--- src/sv/itda_pkg.sv ---
// Shared constants, command/status types and sizing function for the decimal text converter.
package itda_pkg;

  localparam int VALUE_BITS_DEF = 32;
  // Binary bits shifted into the decimal register per conversion cycle.
  localparam int STEP_BITS      = 4;
  localparam int CHAR_BITS      = 6;

  localparam logic [CHAR_BITS-1:0] CHAR_ZERO  = 6'd48;
  localparam logic [CHAR_BITS-1:0] CHAR_MINUS = 6'd45;

  typedef struct packed {
    logic load;
    logic step;
    logic lead;
    logic show_sign;
    logic show_digit;
  } itda_cmd_t;

  typedef struct packed {
    logic neg;
    logic idx_zero;
  } itda_status_t;

  // Decimal digits needed for the largest magnitude, 2^(bits-1).
  function automatic int itda_num_digits(input int bits);
    longint unsigned m;
    int n;
    m = 64'd1 << (bits - 1);
    n = 0;
    do begin
      n = n + 1;
      m = m / 10;
    end while (m != 0);
    return n;
  endfunction

endpackage

--- src/sv/int_to_decimal_ascii.sv ---
// Top level of the signed integer to decimal ASCII text converter.
//
//  channel  | ports                                   | handshake
//  ---------+-----------------------------------------+--------------------------------
//  input    | in_value                                | word taken when start && !busy
//  result   | out_character, out_last_char            | one character per cycle with out_strobe
//
// A word is converted in the shift-and-add-3 register (4 bits per cycle), its leading
// digit is found, then one output character (sign plus digits) is given per cycle.
// The next word is taken in the cycle after the last character.
// Reset returns the controller to idle; results cannot be stalled by the receiver.
module int_to_decimal_ascii #(
  parameter int VALUE_BITS = itda_pkg::VALUE_BITS_DEF
) (
  input  logic                            clk,
  input  logic                            rst_n,
  input  logic                            start,
  output logic                            busy,
  input  logic [VALUE_BITS-1:0]           in_value,
  output logic                            out_strobe,
  output logic [itda_pkg::CHAR_BITS-1:0]  out_character,
  output logic                            out_last_char
);
  import itda_pkg::*;

  itda_cmd_t    cmd;
  itda_status_t status;

  itda_ctrl #(.VALUE_BITS(VALUE_BITS)) u_ctrl (
    .clk    (clk),
    .rst_n  (rst_n),
    .start  (start),
    .busy   (busy),
    .status (status),
    .cmd    (cmd)
  );

  itda_dp #(.VALUE_BITS(VALUE_BITS)) u_dp (
    .clk           (clk),
    .in_value      (in_value),
    .cmd           (cmd),
    .status        (status),
    .out_strobe    (out_strobe),
    .out_character (out_character),
    .out_last_char (out_last_char)
  );

endmodule

--- src/sv/itda_ctrl.sv ---
// Controller state machine: sequences load, conversion, leading-digit search and text output.
module itda_ctrl #(
  parameter int VALUE_BITS = itda_pkg::VALUE_BITS_DEF
) (
  input  logic                 clk,
  input  logic                 rst_n,
  input  logic                 start,
  output logic                 busy,
  input  itda_pkg::itda_status_t status,
  output itda_pkg::itda_cmd_t    cmd
);
  import itda_pkg::*;

  localparam int NSTEP = (VALUE_BITS + STEP_BITS - 1) / STEP_BITS;
  localparam int CNTW  = (NSTEP > 1) ? $clog2(NSTEP) : 1;

  typedef enum logic [4:0] {
    S_IDLE  = 5'b00001,
    S_CONV  = 5'b00010,
    S_LEAD  = 5'b00100,
    S_SIGN  = 5'b01000,
    S_DIGIT = 5'b10000
  } state_t;

  state_t           state_r, state_nxt;
  logic [CNTW-1:0]  cnt_r, cnt_nxt;

  always_comb begin
    state_nxt = state_r;
    cnt_nxt   = cnt_r;
    cmd       = '0;
    unique case (state_r)
      S_IDLE: begin
        if (start) begin
          cmd.load  = 1'b1;
          cnt_nxt   = CNTW'(NSTEP - 1);
          state_nxt = S_CONV;
        end
      end
      S_CONV: begin
        cmd.step = 1'b1;
        if (cnt_r == '0) begin
          state_nxt = S_LEAD;
        end else begin
          cnt_nxt = cnt_r - 1'b1;
        end
      end
      S_LEAD: begin
        cmd.lead  = 1'b1;
        state_nxt = status.neg ? S_SIGN : S_DIGIT;
      end
      S_SIGN: begin
        cmd.show_sign = 1'b1;
        state_nxt     = S_DIGIT;
      end
      S_DIGIT: begin
        cmd.show_digit = 1'b1;
        if (status.idx_zero) begin
          state_nxt = S_IDLE;
        end
      end
      default: state_nxt = S_IDLE;
    endcase
  end

  always_ff @(posedge clk) begin
    if (!rst_n) begin
      state_r <= S_IDLE;
      cnt_r   <= '0;
    end else begin
      state_r <= state_nxt;
      cnt_r   <= cnt_nxt;
    end
  end

  assign busy = (state_r != S_IDLE);

endmodule

--- src/sv/itda_dp.sv ---
// Datapath: magnitude, shift-and-add-3 decimal conversion, leading digit index and character mux.
module itda_dp #(
  parameter int VALUE_BITS = itda_pkg::VALUE_BITS_DEF
) (
  input  logic                            clk,
  input  logic [VALUE_BITS-1:0]           in_value,
  input  itda_pkg::itda_cmd_t             cmd,
  output itda_pkg::itda_status_t          status,
  output logic                            out_strobe,
  output logic [itda_pkg::CHAR_BITS-1:0]  out_character,
  output logic                            out_last_char
);
  import itda_pkg::*;

  localparam int NSTEP = (VALUE_BITS + STEP_BITS - 1) / STEP_BITS;
  localparam int PAD   = NSTEP * STEP_BITS;
  localparam int NDIG  = itda_num_digits(VALUE_BITS);
  localparam int IDXW  = $clog2(NDIG);

  logic [PAD-1:0]             bin_r, bin_nxt;
  logic [NDIG-1:0][3:0]       bcd_r, bcd_nxt;
  logic                       neg_r;
  logic [IDXW-1:0]            idx_r;
  logic [IDXW-1:0]            lead;
  logic [VALUE_BITS-1:0]      mag;

  // The most negative value negates to itself, which read unsigned is its magnitude.
  assign mag = in_value[VALUE_BITS-1] ? (~in_value + VALUE_BITS'(1)) : in_value;

  // Four dependent double-dabble steps per cycle.
  always_comb begin
    bcd_nxt = bcd_r;
    bin_nxt = bin_r;
    for (int s = 0; s < STEP_BITS; s++) begin
      for (int d = 0; d < NDIG; d++) begin
        if (bcd_nxt[d] >= 4'd5) begin
          bcd_nxt[d] = bcd_nxt[d] + 4'd3;
        end
      end
      {bcd_nxt, bin_nxt} = {bcd_nxt, bin_nxt} << 1;
    end
  end

  // Highest nonzero digit; zero keeps index 0 so a single '0' is shown.
  always_comb begin
    lead = '0;
    for (int i = 0; i < NDIG; i++) begin
      if (bcd_r[i] != 4'd0) begin
        lead = IDXW'(i);
      end
    end
  end

  always_ff @(posedge clk) begin
    if (cmd.load) begin
      bin_r <= PAD'(mag);
      bcd_r <= '0;
      neg_r <= in_value[VALUE_BITS-1];
    end else if (cmd.step) begin
      bin_r <= bin_nxt;
      bcd_r <= bcd_nxt;
    end
    if (cmd.lead) begin
      idx_r <= lead;
    end else if (cmd.show_digit) begin
      idx_r <= idx_r - 1'b1;
    end
  end

  assign status.neg      = neg_r;
  assign status.idx_zero = (idx_r == '0);

  assign out_strobe    = cmd.show_sign | cmd.show_digit;
  assign out_character = cmd.show_sign ? CHAR_MINUS : (CHAR_ZERO + CHAR_BITS'(bcd_r[idx_r]));
  assign out_last_char = cmd.show_digit & (idx_r == '0);

endmodule

--- config.mk ---
export PLATFORM = sky130hd
export DESIGN_NAME = int_to_decimal_ascii
export DESIGN_NICKNAME = d
export VERILOG_FILES = /design/src/sv/itda_pkg.sv /design/src/sv/int_to_decimal_ascii.sv /design/src/sv/itda_ctrl.sv /design/src/sv/itda_dp.sv
export SDC_FILE = /design/constraint.sdc
export NUM_CORES = 1
export LEC_CHECK = 0
export ABC_CLOCK_PERIOD_IN_PS = 10570
export BUFFER_PORTS_ARGS = -buffer_cell sky130_fd_sc_hd__clkbuf_2
export CORE_MARGIN = 2
export CORE_UTILIZATION = 60
export CTS_CLUSTER_DIAMETER = 120
export DETAILED_ROUTE_END_ITERATION = 10
export PLACE_DENSITY_LB_ADDON = 0.3
export SYNTH_ARGS = -nofsm -noshare
export SYNTH_HDL_FRONTEND = slang
export SYNTH_SLANG_ARGS = --single-unit
--- constraint.sdc ---
create_clock -name clk -period 10.57 [get_ports clk]
set_clock_uncertainty 0.05 [all_clocks]
set_input_delay 3.171 -clock clk [delete_from_list [all_inputs] [get_ports clk]]
set_output_delay 3.171 -clock clk [all_outputs]
set_load 0.005 [all_outputs]
Yosys cells after proc, flatten, opt, wreduce, memory -nomap -nowiden
Cells that the tools add are included.

word-level totals
  logic and storage cells = 200
  register bits = 85
  output and inout port bits = 9
  bits of input ports = 35

cells by class
  mux-type cells = 71
  bitwise logic cells = 3
  add/subtract/negate cells = 44
  reduce and logical (&&, ||, !) cells = 16
  order comparisons = 41
  equal/unequal tests = 10

operators with widths
  cell                                                 number
  two-way mux 4 bit                                    41
  >= comparator 4 x 3 -> 1 bit, second input constant  40
  adder 4 x 2 -> 4 bit, second input constant          36
  two-way mux 32 bit                                   3
  nonzero test 4 bit                                   9
  adder 32 x 1 -> 32 bit, second input constant        1
  NOT 32 bit                                           1
  two-way mux 3 bit                                    10
  one-hot mux 5 bit (5 select lines)                   1
  two-way mux 5 bit                                    4
  binary-select mux 4 bit (select 4 bit)               1
  adder 3 x 2 -> 3 bit, second input constant          4
  two-way mux 1 bit                                    7
  adder 5 x 5 -> 6 bit, first input constant           1
  two-way mux 6 bit                                    1
  inequality test 2 bit, second input constant         3
  one-hot mux 3 bit (2 select lines)                   1
  AND reduction 3 bit                                  2
  nonzero test 2 bit                                   3
  == test 5 x 1 -> 1 bit, second input constant        1
  == test 5 x 2 -> 1 bit, second input constant        1
  == test 5 x 3 -> 1 bit, second input constant        1
  == test 5 x 4 -> 1 bit, second input constant        1
  == test 5 bit, second input constant                 1
  other kinds (10)                                     11

Longest topological paths before layout
  word-level depth = 11
  gate-level depth with buffers = 19
  gate-level depth less buffers = 19

Modules after synthesis
A second synthesis with hierarchy kept.

unflattened totals
  cell total of the unflattened synthesis = 1224
  area, all modules = 9211.3 µm²

by module, submodules not included
  module     times used  area an instance (µm²)  cells each  seq. area each (µm²)
  itda_dp    1           8730.9                  1170        1911.8
  itda_ctrl  1           480.5                   54          160.2

Worst setup path after synthesis
No wires, ideal clock.

  kind = input port to flip-flop
  from = input in_value[8]
  to = register u_dp.bin_r[30] (data pin)
  cell stages on the path = 7
  data required time = 10254 ps
  arrival = 5212 ps
  setup time = 266 ps
  buffers on the path = 0
  path slack = 5041 ps
  cells stage by stage = or4_1 nor4_1 nand4_1 or4_1 o41ai_1 xor2_1 o21ai_1

on the way
  cells in the longest elaborated chain, start to end = 4

ends and longest elaborated chain
  element                 RTL line                    RTL
  start: declaration      int_to_decimal_ascii.sv:19  input logic [VALUE_BITS-1:0] in_value,
  NOT 32 bit              itda_dp.sv:28               assign mag = in_value[VALUE_BITS-1] ? (~in_value + VALUE_BITS'(1)) : in_value;
  adder 32 x 1 -> 32 bit  itda_dp.sv:28
  two-way mux 32 bit      itda_dp.sv:28
  two-way mux 32 bit      itda_dp.sv:55               if (cmd.load) begin
  end signal: assignment  itda_dp.sv:56               bin_r <= PAD'(mag);
  end signal: assignment  itda_dp.sv:60               bin_r <= bin_nxt;
  end: declaration        itda_dp.sv:20               logic [PAD-1:0] bin_r, bin_nxt;

Every way passes these cells.
A chain may end at the register's enable or synchronous reset.

Worst setup path in the final report
  from = input start
  to = register u_dp.bin_r[11], enable pin

on the way
  cells in the longest elaborated chain, start to end = 3

ends and longest elaborated chain
  element                              RTL line                    RTL
  start: declaration                   int_to_decimal_ascii.sv:17  input logic start,
  two-way mux 1 bit                    itda_ctrl.sv:34             if (start) begin
  two-way mux 1 bit                    itda_ctrl.sv:32             unique case (state_r)
  nonzero test 2 bit (no source line)  -

Every way passes these cells.

==> flow_summary.json <==
{
  "outcome": "complete, no violations",
  "syn_nets": 1277,
  "cts_made_buffers": 9,
  "yosysUniqueCellTypes": 95,
  "avgSynthCellArea_sq_um": 7.69,
  "required_ns": 10.57,
  "p_leak_nw": 3.71,
  "grt_max_degree": 60,
  "synthFlopType": "dfxtp_1",
  "cpMaxStageDelayCell": "clkinv_1",
  "drv_slew": 0,
  "die_h_microns": 128,
  "fin_crit_sh_pct": 53.4,
  "netlist.area_leader.share_pct": 12.1,
  "place_congestion": 0.890,
  "setup.worst_path.start_class": "input pin",
  "antenna_found_initial": 0,
  "synth-edff-count": 37,
  "grt_pass1_wl_microns": 37300,
  "worstSetupPathType": "input pin to flip-flop",
  "fin_tns_setup_ns": 0,
  "cp_slowest_stage_delay_ns": 0.58,
  "placed_cells": 1378,
  "netlist_area_sq_um": 9210,
  "fin_cells": 1394,
  "overflow": 0,
  "synth-seq-area-share_pct": 22.5,
  "root_buffer": "clkbuf_16",
  "cp_max_fo": 59,
  "cts_setup_buffers": 0,
  "diodes": 0,
  "drc": 0,
  "drt_wl_total_microns": 22100,
  "insertion_delay_ns": 0.35,
  "reg2reg_from": "u_dp.bcd_r[32]$_SDFFE_PP0P_",
  "yosys.area.top_type": "edfxtp_1",
  "async_flop_share_pct": 0,
  "clockBufferDepth": 2,
  "crit_top_cell": "buf_4",
  "cts.repair.resized": 0,
  "dr.pass1.iters": 5,
  "synth_common_cells": "nand2_1 (122), o21ai_0 (101), nor2_1 (91), inv_1 (65), a21oi_1 (63)",
  "ir_drop_mv": 0.183,
  "via_per_inst": 6.48,
  "crit_start": "start",
  "ioPinCount": 44,
  "vias": 9029,
  "final-setup-viol-count": 0,
  "ant_nets": 0,
  "hpwlAfterDp_microns": 16600,
  "cts_tree": "yes",
  "portBuffers": 42,
  "ctsHoldBuffers": 0,
  "min_from": "u_dp.bin_r[28]$_DFFE_PP_",
  "clkTransAtPathRegs_ns": 0.06,
  "drtIter0Drc": 729,
  "num_rows": 45,
  "core_sq_um": 15100,
  "power_density_nw_per_um2": 272,
  "period_minus_slack_ns": 5.64,
  "die-area_sq_um": 16400,
  "yosys-top-cells-area": "edfxtp_1 (12%), dfxtp_1 (10%), ha_1 (6.0%)",
  "fmax_mhz": 177,
  "hold_viol": 0,
  "cts_sinks": 85,
  "path_cells": "clkbuf_2, nand2_2, buf_4, clkinv_1, nor2_1, buf_4, clkinv_1, buf_4",
  "end_kind": "flip-flop",
  "wl_per_cell_microns": 15.9,
  "drive_gt1_share_pct": 11.1,
  "htree_levels": 3,
  "syn_inst": 1198,
  "synth_warnings": 0,
  "start_util_pct": 61.0,
  "max_slew.worst_pin.slew_ns": 1.08,
  "crit_arrival_ns": 5.64,
  "relSlewSlack_pct": 28.1,
  "yosys_register_bits": 85,
  "rsz0062_at_grt": "false",
  "min_path_type": "flip-flop to flip-flop",
  "grt.total_usage_pct": 27.4,
  "grt_pass1_vias": 8047,
  "fin_nets": 1280,
  "max-cap-violations": 0,
  "area_growth_pct": 6.26,
  "die_w_microns": 128,
  "synth.most_common_cell": "nand2_1"
}
[area by class of cell]
cell class              instances  area (sq um)
multi-input cells             988          6660
fillers                      1329          5300
flip-flops and latches         85          2070
inverters                      70           263
clock buffers                  10           250
repair buffers                 47           248
well taps                     188           235
clock inverters                 6          57.6
[path summary, 6_finish.rpt]
path | to | depth (start not counted) | slack (ns)
setup / recovery | u_dp.bin_r[11]$_DFFE_PP_ | 8 | 4.93
hold / removal | u_dp.bcd_r[0]$_SDFFE_PP0P_ | 2 | 0.42
setup reg to reg | u_dp.bcd_r[38]$_SDFFE_PP0P_ | 16 | 6.44
hold reg to reg | u_dp.bcd_r[0]$_SDFFE_PP0P_ | 2 | 0.42
[report_power, final]
group	switching [mW]	internal, mW
registers	0.113	0.442
logic	1.06	0.715
clock network	0.134	0.196
[flip-flops by register name, indices dropped and copies added, names as in the netlist]
signal,flops
u_ctrl.state_r,5
u_dp.bin_r,32
u_dp.neg_r,1
u_dp.bcd_r,40
u_dp.idx_r,4
u_ctrl.cnt_r,3
[layout by cell type, fill, tap and decap left out, types with 21 or more instances in the layout]
cell type	n
nand2_1	121
o21ai_0	101
nor2_1	91
inv_1	65
a21oi_1	63
dfxtp_1	48
ha_1	44
clkbuf_2	42
edfxtp_1	37
nand3_1	35
nor3_1	34
xor2_1	31
a211oi_1	30
o21ai_1	27
mux2i_1	27
nand2b_1	21
[worst max-delay path: cells and delay by family]
family	cells	cell delay, ns
AND/OR/NAND/NOR	2	0.28
buffers and inverters	6	2.13
[metrics by stage]
step | instance area [sq um] | setup slack [ns] | utilization [%] | hold slack, ns | power, mW
6_report | 9790 | 4.93 | 64.9 | 0.419 | 2.66
3_3_place_gp | 9480 | 4.72 | 62.8 | 0.414 | 2.27
4_1_cts | 9790 | 4.96 | 64.9 | 0.405 | 2.64
5_1_grt | 9790 | 4.75 | 64.9 | 0.453 | 2.91
3_5_place_dp | 9480 | 4.60 | 62.8 | 0.393 | 2.30
2_1_floorplan | 9210 | 5.04 | - | 0.368 | 1.97
[routing by layer]
layer,share of wire [%],global-route usage [%],vias up,wire (microns)
met1,47,37.7,4272,10300
met5,0,0,-,0
met4,1.7,7.82,0,374
met3,4.8,3.17,29,1060
met2,47,45.7,207,10300
li1,-,-,4521,-
[logic make-up (layout without fill, tap and decap cells)]
group | count (synthesis) | in the layout | synth area share, %
AOI/OAI and AO/OA | 430 | 430 | 32.4
xor gates and xnor gates | 38 | 38 | 3.61
muxes | 50 | 50 | 7.04
other | 1 | 1 | 0.0407
and+or+nand+nor | 425 | 425 | 23.1
DFF | 85 | 85 | 22.5
adders and majority gates | 44 | 44 | 5.98
buffers and inverters | 125 | 133 | 5.37
(Power assumes the default switching activity.)
